[config.mk]
export PLATFORM = sky130hd
export DESIGN_NAME = varint_length_packet_deframer_core
export DESIGN_NICKNAME = d
export VERILOG_FILES = /design/src/rtl/vlpd_pkg.sv /design/src/rtl/vlpd_decoder.sv /design/src/rtl/vlpd_queue.sv /design/src/rtl/vlpd_emitter.sv /design/src/rtl/varint_length_packet_deframer_core.sv
export VERILOG_INCLUDE_DIRS = /design/src /design/src/rtl
export SDC_FILE = /design/constraint.sdc
export NUM_CORES = 1
export LEC_CHECK = 0
export ABC_AREA = 1
export BUFFER_PORTS_ARGS = -buffer_cell sky130_fd_sc_hd__buf_2
export CAP_MARGIN = 20
export CORE_MARGIN = 3
export CORE_UTILIZATION = 58
export CTS_CLUSTER_SIZE = 40
export DETAILED_ROUTE_END_ITERATION = 7
export PLACE_DENSITY = 0.86
export SYNTH_ARGS = -nofsm -noshare
export SYNTH_HDL_FRONTEND = slang
export SYNTH_HIERARCHICAL = 1
export SYNTH_SLANG_ARGS = --single-unit
[constraint.sdc]
create_clock -name clock -period 5.17 [get_ports clock]
set_input_delay 0 -clock clock [delete_from_list [all_inputs] [get_ports clock]]
set_output_delay 0 -clock clock [all_outputs]
set_load 0.01 [all_outputs]
[src/rtl/varint_length_packet_deframer_core_macros.svh]
// assertion macros shared by the deframer rtl
`ifndef VARINT_LENGTH_PACKET_DEFRAMER_CORE_MACROS_SVH
`define VARINT_LENGTH_PACKET_DEFRAMER_CORE_MACROS_SVH

// same-cycle implication, clocked on clock, quiet during reset
`define VLPD_ASSERT_IMPLIES(lbl, ante, cons, msg) \
   lbl: assert property (@(posedge clock) disable iff (reset) (ante) |-> (cons)) \
      else $error(msg);

// next-cycle implication, clocked on clock, quiet during reset
`define VLPD_ASSERT_NEXT(lbl, ante, cons, msg) \
   lbl: assert property (@(posedge clock) disable iff (reset) (ante) |=> (cons)) \
      else $error(msg);

`endif

[src/rtl/vlpd_pkg.sv]
// types and constants of the varint length packet deframer
package vlpd_pkg;

   localparam int QUEUE_DEPTH = 2;

   localparam logic [2:0] MAX_GROUPS = 3'd5;

   typedef enum logic [1:0] {
      PHASE_LEN  = 2'd0,
      PHASE_DLEN = 2'd1,
      PHASE_PAY  = 2'd2
   } phase_type;

   typedef enum logic [2:0] {
      KIND_PAYLOAD     = 3'd0,
      KIND_EMPTY       = 3'd1,
      KIND_PREFIX_LONG = 3'd2,
      KIND_NEGATIVE    = 3'd3,
      KIND_DLEN_LONG   = 3'd4
   } kind_type;

   typedef struct packed {
      kind_type           kind;
      logic [7:0]         data_byte;
      logic               first;
      logic               last;
      logic signed [31:0] data_length;
   } result_type;

   typedef struct packed {
      logic       write_en;
      result_type entry;
   } push_type;

   typedef struct packed {
      logic       full;
      logic       not_empty;
      result_type head;
   } queue_status_type;

endpackage

[src/rtl/vlpd_decoder.sv]
// front end: varint prefix decode, packet framing, a byte per cycle unless full
`include "varint_length_packet_deframer_core_macros.svh"

module vlpd_decoder (
   input  logic                  clock,
   input  logic                  reset,
   input  logic                  req_valid,
   input  logic [7:0]            req_in_byte,
   input  logic                  queue_full,
   input  logic                  csr_wr_en,
   input  logic                  csr_wr_data,
   output vlpd_pkg::push_type    push
);

   logic                 compression_on_ff;
   vlpd_pkg::phase_type  phase_ff, phase_in;
   logic [2:0]           group_count_ff, group_count_in;
   logic [31:0]          length_accum_ff, length_accum_in;
   logic [30:0]          bytes_left_ff, bytes_left_in;
   logic [31:0]          data_len_accum_ff, data_len_accum_in;
   logic                 first_pending_ff, first_pending_in;

   logic        accept;
   logic [6:0]  grp;
   logic        cont;
   logic [31:0] placed;
   logic [31:0] len_acc_next;
   logic [31:0] dla_next;
   logic [2:0]  gc_inc;
   logic [30:0] bl_dec;

   function automatic logic [31:0] place_group(input logic [6:0] g, input logic [2:0] n);
      logic [31:0] r;
      case (n)
         3'd0:    r = {25'd0, g};
         3'd1:    r = {18'd0, g, 7'd0};
         3'd2:    r = {11'd0, g, 14'd0};
         3'd3:    r = {4'd0, g, 21'd0};
         3'd4:    r = {g[3:0], 28'd0};
         default: r = 32'd0;
      endcase
      return r;
   endfunction

   assign accept       = req_valid && !queue_full;
   assign grp          = req_in_byte[6:0];
   assign cont         = req_in_byte[7];
   assign placed       = place_group(grp, group_count_ff);
   assign len_acc_next = length_accum_ff | placed;
   assign dla_next     = data_len_accum_ff | placed;
   assign gc_inc       = group_count_ff + 3'd1;
   assign bl_dec       = bytes_left_ff - 31'd1;

   // next state
   always_comb begin
      phase_in          = phase_ff;
      group_count_in    = group_count_ff;
      length_accum_in   = length_accum_ff;
      bytes_left_in     = bytes_left_ff;
      data_len_accum_in = data_len_accum_ff;
      first_pending_in  = first_pending_ff;
      if (accept) begin
         case (phase_ff)
            vlpd_pkg::PHASE_DLEN: begin
               group_count_in    = gc_inc;
               bytes_left_in     = bl_dec;
               data_len_accum_in = dla_next;
               if ((cont && gc_inc >= vlpd_pkg::MAX_GROUPS) || (!cont && bl_dec == 31'd0)
                   || (cont && bl_dec == 31'd0)) begin
                  // error or packet used up by the data-length field: start over
                  phase_in          = vlpd_pkg::PHASE_LEN;
                  group_count_in    = 3'd0;
                  length_accum_in   = 32'd0;
                  bytes_left_in     = 31'd0;
                  data_len_accum_in = 32'd0;
                  first_pending_in  = 1'b1;
               end else if (!cont) begin
                  group_count_in = 3'd0;
                  phase_in       = vlpd_pkg::PHASE_PAY;
               end
            end
            vlpd_pkg::PHASE_PAY: begin
               first_pending_in = 1'b0;
               bytes_left_in    = bl_dec;
               if (bl_dec == 31'd0) begin
                  phase_in          = vlpd_pkg::PHASE_LEN;
                  group_count_in    = 3'd0;
                  length_accum_in   = 32'd0;
                  data_len_accum_in = 32'd0;
                  first_pending_in  = 1'b1;
               end
            end
            default: begin
               phase_in = vlpd_pkg::PHASE_LEN;
               if (group_count_ff >= vlpd_pkg::MAX_GROUPS || (!cont && len_acc_next[31])
                   || (!cont && len_acc_next[30:0] == 31'd0)) begin
                  group_count_in    = 3'd0;
                  length_accum_in   = 32'd0;
                  bytes_left_in     = 31'd0;
                  data_len_accum_in = 32'd0;
                  first_pending_in  = 1'b1;
               end else if (cont) begin
                  length_accum_in = len_acc_next;
                  group_count_in  = gc_inc;
               end else begin
                  group_count_in    = 3'd0;
                  bytes_left_in     = len_acc_next[30:0];
                  length_accum_in   = 32'd0;
                  data_len_accum_in = 32'd0;
                  first_pending_in  = 1'b1;
                  phase_in = compression_on_ff ? vlpd_pkg::PHASE_DLEN : vlpd_pkg::PHASE_PAY;
               end
            end
         endcase
      end
   end

   // result formation
   always_comb begin
      push.write_en          = 1'b0;
      push.entry.kind        = vlpd_pkg::KIND_PAYLOAD;
      push.entry.data_byte   = 8'd0;
      push.entry.first       = 1'b0;
      push.entry.last        = 1'b1;
      push.entry.data_length = 32'sd0;
      if (accept) begin
         case (phase_ff)
            vlpd_pkg::PHASE_DLEN: begin
               if (cont && gc_inc >= vlpd_pkg::MAX_GROUPS) begin
                  push.write_en   = 1'b1;
                  push.entry.kind = vlpd_pkg::KIND_DLEN_LONG;
               end else if (bl_dec == 31'd0) begin
                  // nothing after the data length
                  push.write_en          = 1'b1;
                  push.entry.kind        = vlpd_pkg::KIND_EMPTY;
                  push.entry.first       = 1'b1;
                  push.entry.data_length = dla_next;
               end
            end
            vlpd_pkg::PHASE_PAY: begin
               push.write_en          = 1'b1;
               push.entry.kind        = vlpd_pkg::KIND_PAYLOAD;
               push.entry.data_byte   = req_in_byte;
               push.entry.first       = first_pending_ff;
               push.entry.last        = (bl_dec == 31'd0);
               push.entry.data_length = data_len_accum_ff;
            end
            default: begin
               if (group_count_ff >= vlpd_pkg::MAX_GROUPS) begin
                  push.write_en   = 1'b1;
                  push.entry.kind = vlpd_pkg::KIND_PREFIX_LONG;
               end else if (!cont && len_acc_next[31]) begin
                  push.write_en   = 1'b1;
                  push.entry.kind = vlpd_pkg::KIND_NEGATIVE;
               end else if (!cont && len_acc_next[30:0] == 31'd0) begin
                  push.write_en    = 1'b1;
                  push.entry.kind  = vlpd_pkg::KIND_EMPTY;
                  push.entry.first = 1'b1;
               end
            end
         endcase
      end
   end

   always_ff @(posedge clock) begin
      if (reset) begin
         compression_on_ff <= 1'b0;
         phase_ff          <= vlpd_pkg::PHASE_LEN;
         group_count_ff    <= 3'd0;
         length_accum_ff   <= 32'd0;
         bytes_left_ff     <= 31'd0;
         data_len_accum_ff <= 32'd0;
         first_pending_ff  <= 1'b1;
      end else begin
         if (csr_wr_en) begin
            compression_on_ff <= csr_wr_data;
         end
         phase_ff          <= phase_in;
         group_count_ff    <= group_count_in;
         length_accum_ff   <= length_accum_in;
         bytes_left_ff     <= bytes_left_in;
         data_len_accum_ff <= data_len_accum_in;
         first_pending_ff  <= first_pending_in;
      end
   end

   `VLPD_ASSERT_IMPLIES(a_group_count_bound, 1'b1, group_count_ff <= vlpd_pkg::MAX_GROUPS,
      "group count past five")
   `VLPD_ASSERT_IMPLIES(a_payload_has_bytes, phase_ff == vlpd_pkg::PHASE_PAY,
      bytes_left_ff != 31'd0, "payload phase with no bytes left")

endmodule

[src/rtl/vlpd_queue.sv]
// short result queue between the decoder and the output stage
`include "varint_length_packet_deframer_core_macros.svh"

module vlpd_queue #(
   parameter int DEPTH = vlpd_pkg::QUEUE_DEPTH
) (
   input  logic                       clock,
   input  logic                       reset,
   input  vlpd_pkg::push_type         push,
   input  logic                       pop,
   output vlpd_pkg::queue_status_type status
);

   localparam int PtrW   = (DEPTH > 1) ? $clog2(DEPTH) : 1;
   localparam int CountW = $clog2(DEPTH + 1);

   vlpd_pkg::result_type entries_ff [DEPTH];
   logic [PtrW-1:0]      wr_ptr_ff, wr_ptr_in;
   logic [PtrW-1:0]      rd_ptr_ff, rd_ptr_in;
   logic [CountW-1:0]    count_ff, count_in;
   logic                 do_push;
   logic                 do_pop;

   assign do_push = push.write_en;
   assign do_pop  = pop && (count_ff != CountW'(0));

   always_comb begin
      wr_ptr_in = wr_ptr_ff;
      rd_ptr_in = rd_ptr_ff;
      count_in  = count_ff;
      if (do_push) begin
         wr_ptr_in = (wr_ptr_ff == PtrW'(DEPTH - 1)) ? PtrW'(0) : wr_ptr_ff + PtrW'(1);
      end
      if (do_pop) begin
         rd_ptr_in = (rd_ptr_ff == PtrW'(DEPTH - 1)) ? PtrW'(0) : rd_ptr_ff + PtrW'(1);
      end
      if (do_push && !do_pop) begin
         count_in = count_ff + CountW'(1);
      end else if (!do_push && do_pop) begin
         count_in = count_ff - CountW'(1);
      end
   end

   always_ff @(posedge clock) begin
      if (reset) begin
         wr_ptr_ff <= '0;
         rd_ptr_ff <= '0;
         count_ff  <= '0;
      end else begin
         wr_ptr_ff <= wr_ptr_in;
         rd_ptr_ff <= rd_ptr_in;
         count_ff  <= count_in;
      end
   end

   always_ff @(posedge clock) begin
      if (do_push) begin
         entries_ff[wr_ptr_ff] <= push.entry;
      end
   end

   assign status.full      = (count_ff == CountW'(DEPTH));
   assign status.not_empty = (count_ff != CountW'(0));
   assign status.head      = entries_ff[rd_ptr_ff];

   `VLPD_ASSERT_IMPLIES(a_no_push_when_full, push.write_en, count_ff < CountW'(DEPTH),
      "push into a full queue")
   `VLPD_ASSERT_IMPLIES(a_count_bound, 1'b1, count_ff <= CountW'(DEPTH),
      "queue count past depth")
   `VLPD_ASSERT_NEXT(a_count_grows, push.write_en && !do_pop,
      count_ff == $past(count_ff) + CountW'(1), "queue count did not grow on push")

endmodule

[src/rtl/vlpd_emitter.sv]
// back end: pops queued results into the output register
module vlpd_emitter (
   input  logic                       clock,
   input  logic                       reset,
   input  vlpd_pkg::queue_status_type status,
   output logic                       pop,
   output logic                       rsp_valid,
   input  logic                       rsp_stall,
   output logic [2:0]                 rsp_kind,
   output logic [7:0]                 rsp_data_byte,
   output logic                       rsp_first,
   output logic                       rsp_last,
   output logic                       rsp_compressed,
   output logic signed [31:0]         rsp_data_length
);

   logic                 rsp_valid_ff, rsp_valid_in;
   vlpd_pkg::result_type out_ff;
   logic                 compressed_ff;
   logic                 load;

   assign load         = !rsp_valid_ff || !rsp_stall;
   assign pop          = load && status.not_empty;
   assign rsp_valid_in = load ? status.not_empty : rsp_valid_ff;

   always_ff @(posedge clock) begin
      if (reset) begin
         rsp_valid_ff <= 1'b0;
      end else begin
         rsp_valid_ff <= rsp_valid_in;
      end
   end

   always_ff @(posedge clock) begin
      if (pop) begin
         out_ff        <= status.head;
         compressed_ff <= (status.head.data_length != 32'sd0);
      end
   end

   assign rsp_valid       = rsp_valid_ff;
   assign rsp_kind        = out_ff.kind;
   assign rsp_data_byte   = out_ff.data_byte;
   assign rsp_first       = out_ff.first;
   assign rsp_last        = out_ff.last;
   assign rsp_compressed  = compressed_ff;
   assign rsp_data_length = out_ff.data_length;

endmodule

[src/rtl/varint_length_packet_deframer_core.sv]
// top level of the varint length-prefixed packet deframer
// The deframer takes one stream byte per cycle and splits the stream into packets framed by a
// 7-bit-group little-endian length prefix of up to five bytes, optionally followed (when
// compression framing is switched on through csr_wr_en/csr_wr_data) by a data-length field
// of up to five bytes. Every payload byte leaves as one item with first and last marks; an
// empty packet leaves one marker item; a too-long prefix, a negative length or a too-long
// data-length field leaves one error item and decoding restarts on the next byte. Bytes are
// taken at a sustained rate of one per cycle while the queue is not full: the decoder updates
// its whole state for each byte, and a result item reaches rsp_* through a short queue and
// then an output register. req_stall rises only when the queue has filled because rsp_stall
// held results back. The user must write the configuration bit only while the block is
// idle; the block itself does not enforce this.
module varint_length_packet_deframer_core #(
   parameter int QUEUE_DEPTH = vlpd_pkg::QUEUE_DEPTH
) (
   input  logic               clock,
   input  logic               reset,
   // input byte channel
   input  logic               req_valid,
   output logic               req_stall,
   input  logic [7:0]         req_in_byte,
   // result channel
   output logic               rsp_valid,
   input  logic               rsp_stall,
   output logic [2:0]         rsp_kind,
   output logic [7:0]         rsp_data_byte,
   output logic               rsp_first,
   output logic               rsp_last,
   output logic               rsp_compressed,
   output logic signed [31:0] rsp_data_length,
   // compression framing register
   input  logic               csr_wr_en,
   input  logic               csr_wr_data
);

   vlpd_pkg::push_type         push;
   vlpd_pkg::queue_status_type status;
   logic                       pop;

   // stall only on a full queue, never on the result side directly
   assign req_stall = status.full;

   // front: classify each byte and form at most one result item
   vlpd_decoder u_decoder (
      .clock       (clock),
      .reset       (reset),
      .req_valid   (req_valid),
      .req_in_byte (req_in_byte),
      .queue_full  (status.full),
      .csr_wr_en   (csr_wr_en),
      .csr_wr_data (csr_wr_data),
      .push        (push)
   );

   // decoupling queue between the two halves
   vlpd_queue #(
      .DEPTH (QUEUE_DEPTH)
   ) u_queue (
      .clock  (clock),
      .reset  (reset),
      .push   (push),
      .pop    (pop),
      .status (status)
   );

   // back: output register with its own handshake
   vlpd_emitter u_emitter (
      .clock           (clock),
      .reset           (reset),
      .status          (status),
      .pop             (pop),
      .rsp_valid       (rsp_valid),
      .rsp_stall       (rsp_stall),
      .rsp_kind        (rsp_kind),
      .rsp_data_byte   (rsp_data_byte),
      .rsp_first       (rsp_first),
      .rsp_last        (rsp_last),
      .rsp_compressed  (rsp_compressed),
      .rsp_data_length (rsp_data_length)
   );

endmodule

==> results.md <==
| Step | Result | Value |
| --- | --- | --- |
| sta | Post-route fraction of the period consumed by the critical path | 80.8% |
| critical path | Largest incremental delay on the critical path | 500 ps |
| power | Largest vdd supply drop | 0.421 mV |
| global routing | Grt total ovfl | 0 |
| critical path | Critical path data arrival time | 4340 ps |
| critical path | Reg2Reg Depth | 16 |
| cts | Inserted Clock Buffers | 25 |
| synth | Async set-or-reset flop fraction in the synthesized netlist | 0% |
| sta | Setup repair after global routing missed its margin | no |
| flow run | Max capacitance violation total | 0 |
| hold path | Class of the tightest hold or removal check | input pin to flop |
| synth | Netlist area before placement | 12800 um2 |
| critical path | Critical Path Slowest Stage Cell | sky130_fd_sc_hd__buf_4 |
| sta | Relative slew margins | 37.2% |
| cts | Post-CTS repair timing setup buffer count | 0 |
| global routing | Via count of the first global-routing pass | 10200 |
| cts | Level count of the clock H-tree | 1 |
| cts | Clock Sink Count | 244 |
| drt | Average via count per standard cell | 5.82 |
| sta | Final setup violation count | 0 |
| cts | Count of instances resized after the clock tree is built | 0 |
| cts | CTS tree | done |
| cts | Cell at the root of the clock tree | sky130_fd_sc_hd__clkbuf_16 |
| critical path | Cell-by-cell trace of the critical path | inv_1 > ha_1 > nor3_1 > o21ai_0 > nand2_1 > inv_1 > nand2_1 > nand3_1 > nor3_1 > nand3_2 > nand3_2 > nand2_1 > a21oi_1 > inv_1 > nor2_4 > buf_4 |
| critical path | CP Data Required Time | 5340 ps |
| synth | Number of warning messages in the yosys log | 6 |
| layout | Commonest non-fill, non-tap cell in the layout | sky130_fd_sc_hd__nand2_1 |
| synth | Post-Syn Nets | 1514 |
| layout | Ratio of cells with drive above 1 in the final layout | 17.7% |
| synth | Number of flops mapped to enable cells by yosys | 136 |
| hold path | Count of cells along the worst hold path | 3 |
| global routing | Number of antenna violations at the first check in global routing | 0 |
| synth | Most instantiated flip-flop cell in the synthesis netlist | sky130_fd_sc_hd__edfxtp_1 |
| layout | Final core utilization | 65.8% |
| layout | Multi-input combinational cell area | 5380 um2 |
| layout | Antenna diodes | 0 |
| synth | Number of distinct library cells after synthesis | 38 |
| global routing | Global-route wire length before repair | 52.6 mm |
| drt | Violation count after the first detailed-route iteration | 1315 |
| die | Full die area | 23900 um2 |
| place | GPL Wtd Cong | 1.02 |
| sta | Slew Viols, Final | 0 |
| sta | Setup Total Neg Slack | 0 ps |
| synth | Xor and xnor area share after synthesis | 0.137% |
| sta | Transition time at the pin with the least slew margin | 941 ps |
| layout | Final net count | 1562 |
| synth | Post-synthesis compound-gate area fraction | 11.5% |
| synth | Combinational family with the most area after synthesis | simple AND/OR/NAND/NOR gates |
| place | Half-perimeter wire length after detailed placement | 22.6 mm |
| drt | Number of iterations in the first detailed-routing pass | 8 |
| place | Buffers added on ports | 61 |
| drt | Vias post-DR | 10700 |
| drt | Post-route DRC violation count | 0 |
| sta | Time the worst path needs with I/O delays and setup | 4180 ps |
| critical path | Kind of capture point of the worst setup path | flop |
| die | Die H | 155 um |
| critical path | Crit start category | flop |
| synth | Synthesized area divided by synthesized cell count | 8.60 um2 |
| layout | Area of all sequential standard cells | 6250 um2 |
| layout | Commonest non-fill, non-tap cells in the layout | sky130_fd_sc_hd__nand2_1, sky130_fd_sc_hd__inv_1, sky130_fd_sc_hd__nor2_1 |
| die | Starting density of the core | 60.0% |
| outcome | Status | finished, final reports clean |
| synth | Seq cells post-synth | 244 |
| synth | Share of synthesized cell area in and, or, nand and nor gates | 24.1% |
| global routing | Maximum number of pins on one net before global-route repair | 50 |
| synth | Share of cell area taken by muxes after synthesis | 5.13% |
| critical path | CP Max Fanout | 45 |
| drt | Antenna-violating nets left | 0 |
| cts | Clock Tree Buf Depth | 3 |
| sta | Number of hold violations in the final report | 0 |
| drt | WL per Instance | 17.9 um |
| cts | Worst skew pair latency | 540 ps |
| critical path | Worst Path Class, Setup | flop to flop |
| synth | Post-Synth Adder-Cell Area | 0.977% |
| layout | Fillcell total | 1701 |
| synth | Portion of the post-synthesis area used by sequential elements | 48.8% |
| layout | P&R area growth vs syn | 9.63% |
| die | Cell Rows | 53 |
| sta | Achievable Freq | 239 MHz |
| die | Die width | 155 um |
| die | IO Count | 62 |
| synth | Number of instances in the synthesized netlist | 1490 |
| sta | Final setup skew | 15.1 ps |
| power | PD cells | 591 nW/um2 |
| cts | Clock transition at path regs | 60 ps |
| drt | Wire length after detailed routing | 32.8 mm |
| global routing | Total global-route track usage | 26.9% |
| power | Leak Pwr | 5.72 nW |
| die | CORE AREA | 21400 um2 |
per-layer routing:
metal	wire length (um)	share of wire [%]	global-route usage, %	vias up
met2	15600	48	43.5	579
met5	0	0	0	-
met4	1130	3.4	10.3	0
met3	2900	8.8	4.06	99
li1	-	-	-	5009
met1	13200	40	36.7	4970
final timing paths:
path / startpoint / endpoint / slack, ps
setup / recovery: u_decoder/group_count_ff[0] / u_queue/entries_ff[0][17] / 990
hold / removal: reset / u_decoder/compression_on_ff / 60
setup reg to reg: u_decoder/group_count_ff[0] / u_queue/entries_ff[0][17] / 990
hold reg to reg: u_decoder/length_accum_ff[11] / u_decoder/length_accum_ff[11] / 470
area by class of cell:
type                       count  area share, %
timing repair buffer          88           3.96
multi-input combinational    981           38.3
inverter                     198           5.29
sequential                   244           44.5
tap                          275           2.45
clock buffer                  36           5.03
clock inverter                10          0.472
stage by stage:
step / instances / total power, W / worst slack [ps] / instance area (um2) / hold slack (ps)
floorplan: 1490 / 0.00567 / 500 / 12800 / 69.1
finish: 1832 / 0.00830 / 991 / 14000 / 56.0
global placement: 1774 / 0.00640 / 1210 / 13100 / 231
CTS: 1831 / 0.00824 / 1060 / 14000 / 44.1
global route: 1832 / 0.00883 / 665 / 14000 / 89.8
detailed placement: 1774 / 0.00651 / 1130 / 13100 / 247
worst max-delay path: cells and delay by family (launching register included):
family / cells / cell delay (ps)
AO/OA/AOI/OAI: 2 / 400
adder cells (fa/ha/maj): 1 / 220
buffers and inverters: 4 / 840
flip-flops: 1 / 390
AND/OR/NAND/NOR: 9 / 1890
repair_timing:
action | in CTS | in global routing
setup endpoints to repair | 0 | 0
hold buffers | 11 | 0
hold endpoints to repair | 18 | 0
cell usage after synthesis, types with 7 or more instances:
cell / number / area share [%]
sky130_fd_sc_hd__dfxtp_1: 108 / 17
sky130_fd_sc_hd__buf_4: 7 / 0.41
sky130_fd_sc_hd__buf_6: 14 / 1.2
sky130_fd_sc_hd__o21ai_0: 53 / 2.1
sky130_fd_sc_hd__o21bai_1: 15 / 0.88
sky130_fd_sc_hd__nand2_2: 8 / 0.39
sky130_fd_sc_hd__nor2_2: 16 / 0.78
sky130_fd_sc_hd__nand4_1: 34 / 1.7
sky130_fd_sc_hd__mux2_4: 40 / 4.7
sky130_fd_sc_hd__nor3_1: 11 / 0.43
sky130_fd_sc_hd__nand3_1: 77 / 3.0
sky130_fd_sc_hd__inv_1: 192 / 5.6
sky130_fd_sc_hd__clkbuf_1: 29 / 0.85
sky130_fd_sc_hd__buf_2: 11 / 0.43
sky130_fd_sc_hd__edfxtp_1: 136 / 32
sky130_fd_sc_hd__o21ai_1: 21 / 0.82
sky130_fd_sc_hd__nand2_1: 320 / 9.4
sky130_fd_sc_hd__ha_1: 10 / 0.98
sky130_fd_sc_hd__a21oi_1: 116 / 4.5
sky130_fd_sc_hd__nor3_2: 31 / 2.4
sky130_fd_sc_hd__a21oi_2: 41 / 2.8
sky130_fd_sc_hd__nor2_1: 156 / 4.6
kinds of logic after synthesis:
group | Yosys count
flops | 244
compound gates | 254
simple gates | 670
buf+inv | 265
fa+ha+maj | 10
mux | 45
xor+xnor | 2
sequential cells by signal (all words and copies together), names as in the netlist, 2 cells and up, named ones only:
name and cells:
u_decoder/bytes_left_ff 31, u_decoder/data_len_accum_ff 32, u_decoder/group_count_ff 3, u_decoder/length_accum_ff 32, u_decoder/phase_ff 2, u_emitter/rsp_data_byte 8, u_emitter/rsp_data_length 32, u_emitter/rsp_kind 3
u_queue/count_ff 2, u_queue/entries_ff 90
where the power goes:
group | switching [W] | internal [W]
registers | 0.000309 | 0.00266
logic | 0.00247 | 0.00117
clock network | 0.000748 | 0.000955
total | 0.00352 | 0.00478
No activity file was read; power rests on OpenSTA's default activity.
